[config.mk]
export PLATFORM = sky130hd
export DESIGN_NAME = des_round
export DESIGN_NICKNAME = d
export VERILOG_FILES = /design/src/rtl/des_pkg.sv /design/src/rtl/des_round.sv
export SDC_FILE = /design/constraint.sdc
export NUM_CORES = 1
export LEC_CHECK = 0
export ABC_AREA = 1
export BUFFER_PORTS_ARGS = -buffer_cell sky130_fd_sc_hd__buf_4
export CAP_MARGIN = 20
export CORE_AREA = 2 2 110 155
export DETAILED_ROUTE_END_ITERATION = 16
export DIE_AREA = 0 0 112 157
export GPL_TIMING_DRIVEN = 0
export PLACE_DENSITY = 0.74
export SYNTH_ARGS = -nofsm -noshare
export SYNTH_HDL_FRONTEND = slang
export SYNTH_SLANG_ARGS = --single-unit
[constraint.sdc]
create_clock -name i_clk -period 2 [get_ports i_clk]
set_clock_uncertainty 0.05 [all_clocks]
set_input_delay 0.4 -clock i_clk [delete_from_list [all_inputs] [get_ports i_clk]]
set_output_delay 0.4 -clock i_clk [all_outputs]
set_load 0.05 [all_outputs]
[src/rtl/des_pkg.sv]
package des_pkg;

    localparam int BlockWidth = 64;
    localparam int HalfWidth  = 32;
    localparam int KeyHalf    = 28;
    localparam int SubWidth   = 48;
    localparam int NumRounds  = 16;

    typedef logic [BlockWidth-1:0] t_block;
    typedef logic [HalfWidth-1:0]  t_half;
    typedef logic [SubWidth-1:0]   t_subkey;

    typedef logic [6:0] t_tab64 [64];

    localparam t_tab64 TabIp = '{
        7'd58,7'd50,7'd42,7'd34,7'd26,7'd18,7'd10,7'd2,
        7'd60,7'd52,7'd44,7'd36,7'd28,7'd20,7'd12,7'd4,
        7'd62,7'd54,7'd46,7'd38,7'd30,7'd22,7'd14,7'd6,
        7'd64,7'd56,7'd48,7'd40,7'd32,7'd24,7'd16,7'd8,
        7'd57,7'd49,7'd41,7'd33,7'd25,7'd17,7'd9,7'd1,
        7'd59,7'd51,7'd43,7'd35,7'd27,7'd19,7'd11,7'd3,
        7'd61,7'd53,7'd45,7'd37,7'd29,7'd21,7'd13,7'd5,
        7'd63,7'd55,7'd47,7'd39,7'd31,7'd23,7'd15,7'd7};
    localparam t_tab64 TabFp = '{
        7'd40,7'd8,7'd48,7'd16,7'd56,7'd24,7'd64,7'd32,
        7'd39,7'd7,7'd47,7'd15,7'd55,7'd23,7'd63,7'd31,
        7'd38,7'd6,7'd46,7'd14,7'd54,7'd22,7'd62,7'd30,
        7'd37,7'd5,7'd45,7'd13,7'd53,7'd21,7'd61,7'd29,
        7'd36,7'd4,7'd44,7'd12,7'd52,7'd20,7'd60,7'd28,
        7'd35,7'd3,7'd43,7'd11,7'd51,7'd19,7'd59,7'd27,
        7'd34,7'd2,7'd42,7'd10,7'd50,7'd18,7'd58,7'd26,
        7'd33,7'd1,7'd41,7'd9,7'd49,7'd17,7'd57,7'd25};
    localparam logic [5:0] TabE [48] = '{
        6'd32,6'd1,6'd2,6'd3,6'd4,6'd5,6'd4,6'd5,6'd6,6'd7,6'd8,6'd9,
        6'd8,6'd9,6'd10,6'd11,6'd12,6'd13,6'd12,6'd13,6'd14,6'd15,6'd16,6'd17,
        6'd16,6'd17,6'd18,6'd19,6'd20,6'd21,6'd20,6'd21,6'd22,6'd23,6'd24,6'd25,
        6'd24,6'd25,6'd26,6'd27,6'd28,6'd29,6'd28,6'd29,6'd30,6'd31,6'd32,6'd1};
    localparam logic [5:0] TabP [32] = '{
        6'd16,6'd7,6'd20,6'd21,6'd29,6'd12,6'd28,6'd17,
        6'd1,6'd15,6'd23,6'd26,6'd5,6'd18,6'd31,6'd10,
        6'd2,6'd8,6'd24,6'd14,6'd32,6'd27,6'd3,6'd9,
        6'd19,6'd13,6'd30,6'd6,6'd22,6'd11,6'd4,6'd25};
    localparam logic [6:0] TabPc1 [56] = '{
        7'd57,7'd49,7'd41,7'd33,7'd25,7'd17,7'd9,7'd1,7'd58,7'd50,7'd42,7'd34,
        7'd26,7'd18,7'd10,7'd2,7'd59,7'd51,7'd43,7'd35,7'd27,7'd19,7'd11,7'd3,
        7'd60,7'd52,7'd44,7'd36,7'd63,7'd55,7'd47,7'd39,7'd31,7'd23,7'd15,7'd7,
        7'd62,7'd54,7'd46,7'd38,7'd30,7'd22,7'd14,7'd6,7'd61,7'd53,7'd45,7'd37,
        7'd29,7'd21,7'd13,7'd5,7'd28,7'd20,7'd12,7'd4};
    localparam logic [5:0] TabPc2 [48] = '{
        6'd14,6'd17,6'd11,6'd24,6'd1,6'd5,6'd3,6'd28,6'd15,6'd6,6'd21,6'd10,
        6'd23,6'd19,6'd12,6'd4,6'd26,6'd8,6'd16,6'd7,6'd27,6'd20,6'd13,6'd2,
        6'd41,6'd52,6'd31,6'd37,6'd47,6'd55,6'd30,6'd40,6'd51,6'd45,6'd33,6'd48,
        6'd44,6'd49,6'd39,6'd56,6'd34,6'd53,6'd46,6'd42,6'd50,6'd36,6'd29,6'd32};
    // total left rotation of each key half after each round
    localparam logic [4:0] TabRotSum [16] = '{
        5'd1,5'd2,5'd4,5'd6,5'd8,5'd10,5'd12,5'd14,
        5'd15,5'd17,5'd19,5'd21,5'd23,5'd25,5'd27,5'd28};
    localparam logic [3:0] TabS [8][64] = '{
        '{4'd14,4'd4,4'd13,4'd1,4'd2,4'd15,4'd11,4'd8,4'd3,4'd10,4'd6,4'd12,4'd5,4'd9,4'd0,4'd7,
          4'd0,4'd15,4'd7,4'd4,4'd14,4'd2,4'd13,4'd1,4'd10,4'd6,4'd12,4'd11,4'd9,4'd5,4'd3,4'd8,
          4'd4,4'd1,4'd14,4'd8,4'd13,4'd6,4'd2,4'd11,4'd15,4'd12,4'd9,4'd7,4'd3,4'd10,4'd5,4'd0,
          4'd15,4'd12,4'd8,4'd2,4'd4,4'd9,4'd1,4'd7,4'd5,4'd11,4'd3,4'd14,4'd10,4'd0,4'd6,4'd13},
        '{4'd15,4'd1,4'd8,4'd14,4'd6,4'd11,4'd3,4'd4,4'd9,4'd7,4'd2,4'd13,4'd12,4'd0,4'd5,4'd10,
          4'd3,4'd13,4'd4,4'd7,4'd15,4'd2,4'd8,4'd14,4'd12,4'd0,4'd1,4'd10,4'd6,4'd9,4'd11,4'd5,
          4'd0,4'd14,4'd7,4'd11,4'd10,4'd4,4'd13,4'd1,4'd5,4'd8,4'd12,4'd6,4'd9,4'd3,4'd2,4'd15,
          4'd13,4'd8,4'd10,4'd1,4'd3,4'd15,4'd4,4'd2,4'd11,4'd6,4'd7,4'd12,4'd0,4'd5,4'd14,4'd9},
        '{4'd10,4'd0,4'd9,4'd14,4'd6,4'd3,4'd15,4'd5,4'd1,4'd13,4'd12,4'd7,4'd11,4'd4,4'd2,4'd8,
          4'd13,4'd7,4'd0,4'd9,4'd3,4'd4,4'd6,4'd10,4'd2,4'd8,4'd5,4'd14,4'd12,4'd11,4'd15,4'd1,
          4'd13,4'd6,4'd4,4'd9,4'd8,4'd15,4'd3,4'd0,4'd11,4'd1,4'd2,4'd12,4'd5,4'd10,4'd14,4'd7,
          4'd1,4'd10,4'd13,4'd0,4'd6,4'd9,4'd8,4'd7,4'd4,4'd15,4'd14,4'd3,4'd11,4'd5,4'd2,4'd12},
        '{4'd7,4'd13,4'd14,4'd3,4'd0,4'd6,4'd9,4'd10,4'd1,4'd2,4'd8,4'd5,4'd11,4'd12,4'd4,4'd15,
          4'd13,4'd8,4'd11,4'd5,4'd6,4'd15,4'd0,4'd3,4'd4,4'd7,4'd2,4'd12,4'd1,4'd10,4'd14,4'd9,
          4'd10,4'd6,4'd9,4'd0,4'd12,4'd11,4'd7,4'd13,4'd15,4'd1,4'd3,4'd14,4'd5,4'd2,4'd8,4'd4,
          4'd3,4'd15,4'd0,4'd6,4'd10,4'd1,4'd13,4'd8,4'd9,4'd4,4'd5,4'd11,4'd12,4'd7,4'd2,4'd14},
        '{4'd2,4'd12,4'd4,4'd1,4'd7,4'd10,4'd11,4'd6,4'd8,4'd5,4'd3,4'd15,4'd13,4'd0,4'd14,4'd9,
          4'd14,4'd11,4'd2,4'd12,4'd4,4'd7,4'd13,4'd1,4'd5,4'd0,4'd15,4'd10,4'd3,4'd9,4'd8,4'd6,
          4'd4,4'd2,4'd1,4'd11,4'd10,4'd13,4'd7,4'd8,4'd15,4'd9,4'd12,4'd5,4'd6,4'd3,4'd0,4'd14,
          4'd11,4'd8,4'd12,4'd7,4'd1,4'd14,4'd2,4'd13,4'd6,4'd15,4'd0,4'd9,4'd10,4'd4,4'd5,4'd3},
        '{4'd12,4'd1,4'd10,4'd15,4'd9,4'd2,4'd6,4'd8,4'd0,4'd13,4'd3,4'd4,4'd14,4'd7,4'd5,4'd11,
          4'd10,4'd15,4'd4,4'd2,4'd7,4'd12,4'd9,4'd5,4'd6,4'd1,4'd13,4'd14,4'd0,4'd11,4'd3,4'd8,
          4'd9,4'd14,4'd15,4'd5,4'd2,4'd8,4'd12,4'd3,4'd7,4'd0,4'd4,4'd10,4'd1,4'd13,4'd11,4'd6,
          4'd4,4'd3,4'd2,4'd12,4'd9,4'd5,4'd15,4'd10,4'd11,4'd14,4'd1,4'd7,4'd6,4'd0,4'd8,4'd13},
        '{4'd4,4'd11,4'd2,4'd14,4'd15,4'd0,4'd8,4'd13,4'd3,4'd12,4'd9,4'd7,4'd5,4'd10,4'd6,4'd1,
          4'd13,4'd0,4'd11,4'd7,4'd4,4'd9,4'd1,4'd10,4'd14,4'd3,4'd5,4'd12,4'd2,4'd15,4'd8,4'd6,
          4'd1,4'd4,4'd11,4'd13,4'd12,4'd3,4'd7,4'd14,4'd10,4'd15,4'd6,4'd8,4'd0,4'd5,4'd9,4'd2,
          4'd6,4'd11,4'd13,4'd8,4'd1,4'd4,4'd10,4'd7,4'd9,4'd5,4'd0,4'd15,4'd14,4'd2,4'd3,4'd12},
        '{4'd13,4'd2,4'd8,4'd4,4'd6,4'd15,4'd11,4'd1,4'd10,4'd9,4'd3,4'd14,4'd5,4'd0,4'd12,4'd7,
          4'd1,4'd15,4'd13,4'd8,4'd10,4'd3,4'd7,4'd4,4'd12,4'd5,4'd6,4'd11,4'd0,4'd14,4'd9,4'd2,
          4'd7,4'd11,4'd4,4'd1,4'd9,4'd12,4'd14,4'd2,4'd0,4'd6,4'd10,4'd13,4'd15,4'd3,4'd5,4'd8,
          4'd2,4'd1,4'd14,4'd7,4'd4,4'd10,4'd8,4'd13,4'd15,4'd12,4'd9,4'd0,4'd3,4'd5,4'd6,4'd11}};

    // generic bit gather, bit 1 is the msb
    function automatic t_block perm64(input t_block v, input t_tab64 tab);
        t_block o;
        for (int k = 0; k < 64; k++) begin
            o[63-k] = v[64-int'(tab[k])];
        end
        return o;
    endfunction

    // round subkey from the 56-bit pc1 image after the given total rotation
    function automatic t_subkey subkey(input logic [55:0] cd, input logic [4:0] rot);
        logic [27:0] c;
        logic [27:0] d;
        logic [55:0] cdr;
        t_subkey     o;
        c = cd[55:28];
        d = cd[27:0];
        c = 28'(({c, c} << rot) >> 28);
        d = 28'(({d, d} << rot) >> 28);
        cdr = {c, d};
        for (int k = 0; k < 48; k++) begin
            o[47-k] = cdr[56-int'(TabPc2[k])];
        end
        return o;
    endfunction

    function automatic logic [55:0] pc1(input t_block key);
        logic [55:0] o;
        for (int k = 0; k < 56; k++) begin
            o[55-k] = key[64-int'(TabPc1[k])];
        end
        return o;
    endfunction

    // feistel function
    function automatic t_half feistel(input t_half r, input t_subkey sk);
        t_subkey    x;
        t_half      s;
        t_half      o;
        logic [5:0] six;
        for (int k = 0; k < 48; k++) begin
            x[47-k] = r[32-int'(TabE[k])];
        end
        x = x ^ sk;
        for (int b = 0; b < 8; b++) begin
            six = x[47-6*b -: 6];
            s[31-4*b -: 4] = TabS[b][{six[5], six[0], six[4:1]}];
        end
        for (int k = 0; k < 32; k++) begin
            o[31-k] = s[32-int'(TabP[k])];
        end
        return o;
    endfunction

endpackage

[src/rtl/des_round.sv]
module des_round #(
    parameter logic [4:0] ROT = 5'd1
) (
    input  logic                i_clk,
    input  logic                i_rst_n,
    input  logic                i_valid,
    input  des_pkg::t_half      i_l,
    input  des_pkg::t_half      i_r,
    input  logic [55:0]         i_cd,
    output logic                o_valid,
    output des_pkg::t_half      o_l,
    output des_pkg::t_half      o_r
);

    logic r_valid;
    des_pkg::t_half r_l;
    des_pkg::t_half r_r;

    // valid travels with the data
    always_ff @(posedge i_clk) begin
        if (!i_rst_n) begin
            r_valid <= 1'b0;
        end else begin
            r_valid <= i_valid;
        end
    end

    // one feistel round per stage
    always_ff @(posedge i_clk) begin
        r_l <= i_r;
        r_r <= i_l ^ des_pkg::feistel(i_r, des_pkg::subkey(i_cd, ROT));
    end

    assign o_valid = r_valid;
    assign o_l     = r_l;
    assign o_r     = r_r;

endmodule

==> metrics, run 1 <==
Cell Count Post-Placement 1,672; largest net degree at the start of global routing 12; first-pass GRT wire length 33,750 microns; post-synthesis mux area share 0; GPL Wtd Cong 0.9182; Synth Area in Compound Gates 0.01569; setup ws final 158.0 ps; Syn Nets 1,479; Synth Area in XOR/XNOR 0.04760; Slew HR 0.4678; Final Max Slew Viols 0; adder-cell share of the synthesized area 0.1081; CTS Hold Buffers Added 0; H-Tree Depth 3; Clock Power Share 0.240; Pre-antenna DRT Iters 5; number of global-route vias before repair 7,772; WL final 19,940 microns; syn_area_per_cell 5.545 sq um; Clock transition at path regs 60 ps; Final setup viols 0; Total Neg Setup Slack 0 ps; Post-CTS Setup Inserts 0; CTS tree yes; worst endpoint required time 2180 ps; PD cells 678.7 nW/um^2; Net Sw Frac 0.4531; Die Span X 112 microns; simple-gate share of the synthesized area 0.5566; DP Worst Slack -344.9 ps; CTS Buf Count 9; status completed; Max Cap Viol 0; CP endpoint kind flop; Sw Pwr 2.797 mW; Max FO, Critical Path 6; fraction of power consumed by sequential logic 0.246; worst slew pin tran 792.6 ps; peak supply drop 0.4278 mV; dominant synthesized flop cell dfxtp_1; hpwl dp 15,790 microns; Syn Inst Count 1,294; Port Buffers 179; antenna cells 0; die area 17,580 sq um; wire per inst 11.81 microns; antenna violations before repair 0; Seq/Total Area, Yosys 0.1813; Layout Cells excl Fill 1,688; Die Span Y 157 microns; Max Fclk 0.5429 GHz; Cell Area, Synth 7176 sq um; Root Driver clkbuf_16; largest family of logic cells by synthesized area simple AND/OR/NAND/NOR gates; all-layer global routing usage 0.2252; synth unique cells 23; WP data arrival 2020 ps; Syn. warnings 0; Starting Density 0.4456; HP Class input pin to flop; FFs w/ async S/R, synth 0; antenna viol nets, final 0; Final Util 0.5649; clock buffer depth 2; min cycle time layout 1842 ps; Std-Cell Rows 55; Critical Path Start Type input pin; number of flops mapped to enable cells by yosys 0; vias 8,491; Lkg Pwr 5.373 nW; Area growth syn-to-layout 26.77%; Yosys top cell by area nand2_1; core box area 16,100 sq um; total internal power 3.376 mW; total grt overflow 0; DRC 0; fillers 1,643; # resized after CTS 0; nets 1,669; flops & latches, synth 65; fin crit share 0.9210; Fin. Hold Viols 0; IO Pins 188; Synth top area share 0.3343; Area after DPL 8768 sq um; fraction of layout cells with a size suffix above 1 0.1612; RSZ-0062 raised after global routing false; Worst Path Class, Setup input pin to flop; most common cell after layout, fill and taps aside nand2_1; starting DRC count in detailed routing 419; synth top area cells nand2_1, nand3_1, dfxtp_1; CTS Sinks 65; drt via density 5.030; Gate power share 0.513; commonest cells after routing, fill and taps aside nand2_1, nand3_1, buf_4, inv_1, dfxtp_1; post-route cell area 9096 sq um
synth_stat cells, types with 2 or more instances:
master / count
o21ai_0: 11
nand4_1: 3
nand2_1: 639
inv_1: 132
xor2_1: 6
dfxtp_1: 65
nor2_1: 13
ha_1: 62
o211ai_1: 2
a21oi_1: 6
buf_4: 2
inv_2: 3
xnor2_1: 20
xnor2_2: 4
buf_2: 24
nand3_1: 274
xor2_2: 3
nand3b_1: 20
sequential cells by signal, summed over array words and instances (netlist names):
register / count
o_l: 32
o_valid: 1
o_r: 32
path summary, 6_finish.rpt:
| kind | slack (ps) | from | endpoint | cells after the start |
|---|---|---|---|---|
| min | 120 | i_r[19] | o_l[19] | 1 |
| max | 160 | i_cd[27] | o_r[0] | 11 |
routing by layer:
metal / global-route usage / part of all wire / up-vias
met5: 0 / 0 / -
li1: - / - / 4469
met1: 0.2712 / 0.42 / 3687
met3: 0.04351 / 0.069 / 36
met4: 0.08827 / 0.022 / 0
met2: 0.3957 / 0.49 / 299
layout make-up:
| cell class | instances | area [sq um] | area share |
|---|---|---|---|
| multi-input combinational | 1066 | 5286 | 0.5812 |
| timing repair buffer | 179 | 1344 | 0.1477 |
| sequential | 65 | 1301 | 0.1431 |
| inverter | 136 | 510.5 | 0.05612 |
| tap | 199 | 249.0 | 0.02737 |
| clock buffer | 11 | 232.7 | 0.02558 |
| buffer | 27 | 140.1 | 0.01541 |
| clock inverter | 5 | 32.53 | 0.003576 |
critical path: stages:
cell and delay [ps]:
buf_4 120, xor2_1 350, ha_1 350, inv_1 110, nand2_1 170, nand3_1 140, nand3_1 80, nand2_1 80
nand2_1 70, nand3b_1 110, nand2_1 60
cell families after synthesis:
logic type,Yosys count
simple gates,950
buf+inv,163
flops,65
fa+ha+maj,62
xor+xnor,33
compound gates,21
stage by stage:
stage / power [mW] / hold slack (ps)
after floorplan: 3.788 / 377.7
after detailed placement: 4.682 / 466.8
final: 6.173 / 117.3
after global routing: 6.633 / 107.2
after global placement: 4.660 / 465.8
after CTS: 6.206 / 99.64
power groups by stage:
stage / Clock [mW] / Combinational [mW] / Sequential (mW)
after floorplan: 0 / 1.62 / 2.17
after global placement: 0 / 3.11 / 1.55
after detailed placement: 0 / 3.13 / 1.55
after CTS: 1.54 / 3.14 / 1.52
after global routing: 1.57 / 3.53 / 1.53
final: 1.48 / 3.17 / 1.52
Power figures use the tool's default switching activity.
==> run 2, diff against run 1 <==
--- a/config.mk
+++ b/config.mk
@@ -8,11 +8,11 @@
 export ABC_AREA = 1
 export BUFFER_PORTS_ARGS = -buffer_cell sky130_fd_sc_hd__buf_4
 export CAP_MARGIN = 20
-export CORE_AREA = 2 2 110 155
+export CORE_AREA = 2 2 117 164
 export DETAILED_ROUTE_END_ITERATION = 16
-export DIE_AREA = 0 0 112 157
+export DIE_AREA = 0 0 119 166
 export GPL_TIMING_DRIVEN = 0
-export PLACE_DENSITY = 0.74
+export PLACE_DENSITY = 0.67
 export SYNTH_ARGS = -nofsm -noshare
 export SYNTH_HDL_FRONTEND = slang
 export SYNTH_SLANG_ARGS = --single-unit
==> run 2 against run 1 <==
- sequential power about the same
- worst hold slack improved by 5.7 ps
- non-clock buffer count unchanged
- critical path depth up 3
- utilization decreased by 6.7 points
- count of clock-buffer cells in the layout fell by 1
- sequential share of layout area down 0.082 points
- via count up 0.75%
- largest cell class unchanged
- highest routed layer unchanged
==> metrics, run 2 (synthesis gave the netlist of run 1 again) <==
Lkg Pwr 5.376 nW; Min-Delay Startpoint i_r[19]; Critical Path Start Type input pin; fraction of layout cells with a size suffix above 1 0.1602; Area after DPL 8825 sq um; Final setup viols 0; IO Pins 188; Crit-path slowest cell ha_4; Max Cap Viol 0; CTS Hold Buffers Added 0; Area growth syn-to-layout 27.50%; critical path's largest stage delay 390 ps; Die Span Y 166 microns; fin crit share 0.9274; CP dominant cell by count nand2_1; clock buffer depth 2; critical path, cell by cell buf_4 > inv_1 > nand2_1 > nand2_1 > ha_4 > inv_1 > nand2_1 > nand2_1 > nand2_1 > nand3_1 > nand2_1 > nand2_1 > nand3_1 > nand2_1; min cycle time layout 1855 ps; Hold Path End o_l[19]; die area 19,750 sq um; Pre-antenna DRT Iters 7; H-Tree Depth 3; antenna cells 0; GPL Wtd Cong 0.9176; all-layer global routing usage 0.2075; CTS tree yes; wire per inst 11.76 microns; core box area 18,380 sq um; Starting Density 0.3904; CTS Buf Count 9; CTS Sinks 65; Fin. Hold Viols 0; commonest cells after routing, fill and taps aside nand2_1, nand3_1, buf_4, inv_1, dfxtp_1; vias 8,555; Cell Count Post-Placement 1,717; Root Driver clkbuf_16; Final Max Slew Viols 0; fillers 1,961; peak supply drop 0.4648 mV; Clock transition at path regs 60 ps; Design Power 6.165 mW; Die Span X 119 microns; drt via density 4.945; Layout Cells excl Fill 1,730; worst slew pin tran 837.0 ps; WL final 20,340 microns; worst endpoint required time 2180 ps; Std-Cell Rows 59; first-pass GRT wire length 34,800 microns; Worst Path Class, Setup input pin to flop; CP endpoint kind flop; status completed; Hold Path Cell Cnt 1; DRC 0; number of global-route vias before repair 7,949; Max Fclk 0.5391 GHz; RSZ-0062 raised after global routing false; kind of cell adding the most delay to the critical path simple AND/OR/NAND/NOR gates; antenna viol nets, final 0; DP Worst Slack -388.4 ps; post-route cell area 9149 sq um; HP Class input pin to flop; total grt overflow 0; WP data arrival 2040 ps; Slew HR 0.4380; WHS 123.0 ps; largest net degree at the start of global routing 11; most common cell after layout, fill and taps aside nand2_1; PD cells 673.9 nW/um^2; antenna violations before repair 0; hpwl dp 16,140 microns; starting DRC count in detailed routing 572; Port Buffers 179; nets 1,669; setup ws final 145.1 ps; Max FO, Critical Path 7; Worst Path Buf+Inv 3
[run 2: cell types whose count changed in the layout (fill, tap and decap cells not counted)]
cell        previous run  this run
clkbuf_1               2         0
clkbuf_8               0         1
clkinv_2               2         1
clkinvlp_4             3         2
nand2_1              637       638
nand2_2                1         0
nor2_2                 2         1
nor2_4                 0         1
[run 2: worst max path at each step]
stage	startpoint	end	slack, ps	depth (start not counted)
3_5_place_dp	i_r[13]	o_r[18]	-390	15
2_1_floorplan	i_r[9]	o_r[21]	110	15
3_3_place_gp	i_r[13]	o_r[18]	-390	15
4_1_cts	i_r[9]	o_r[21]	20	16
6_report	i_r[12]	o_r[18]	150	14
5_1_grt	i_r[12]	o_r[18]	4	14
[run 2: layer usage]
metal,global-route usage,up-vias,wire length (microns)
li1,-,4456,-
met1,0.2419,3735,8464
met2,0.3718,319,10190
met3,0.03709,45,1208
met4,0.08282,0,476
met5,0,-,0
[run 2: repair_timing]
| action | in CTS | in global routing |
|---|---|---|
| pin swaps | 0 | 0 |
| endpoints found under the setup margin | 2 | 12 |
| resized for setup | 1 | 10 |
| setup buffers | 0 | 0 |
[run 2: cell type report]
type                       instances  area (sq um)  area share
sequential                        65          1301      0.1422
tap                              244         305.3     0.03337
multi-input combinational       1066          5289      0.5781
clock inverter                     3         20.02    0.002188
inverter                         136         510.5     0.05580
clock buffer                      10         239.0     0.02612
buffer                            27         140.1     0.01532
timing repair buffer             179          1344      0.1469
[run 2: through the flow]
step	utilization	TNS, ps
global placement	0.4801	-4820
finish	0.4977	0
floorplan	-	0
global route	0.4977	0
detailed placement	0.4801	-5393
CTS	0.4943	0
[run 2: power by group]
| part | total [mW] | switching (mW) | leakage [nW] | internal, mW |
|---|---|---|---|---|
| logic | 3.17 | 2.11 | 4.71 | 1.07 |
| clock network | 1.47 | 0.619 | 0.122 | 0.850 |
| registers | 1.52 | 0.0503 | 0.548 | 1.47 |
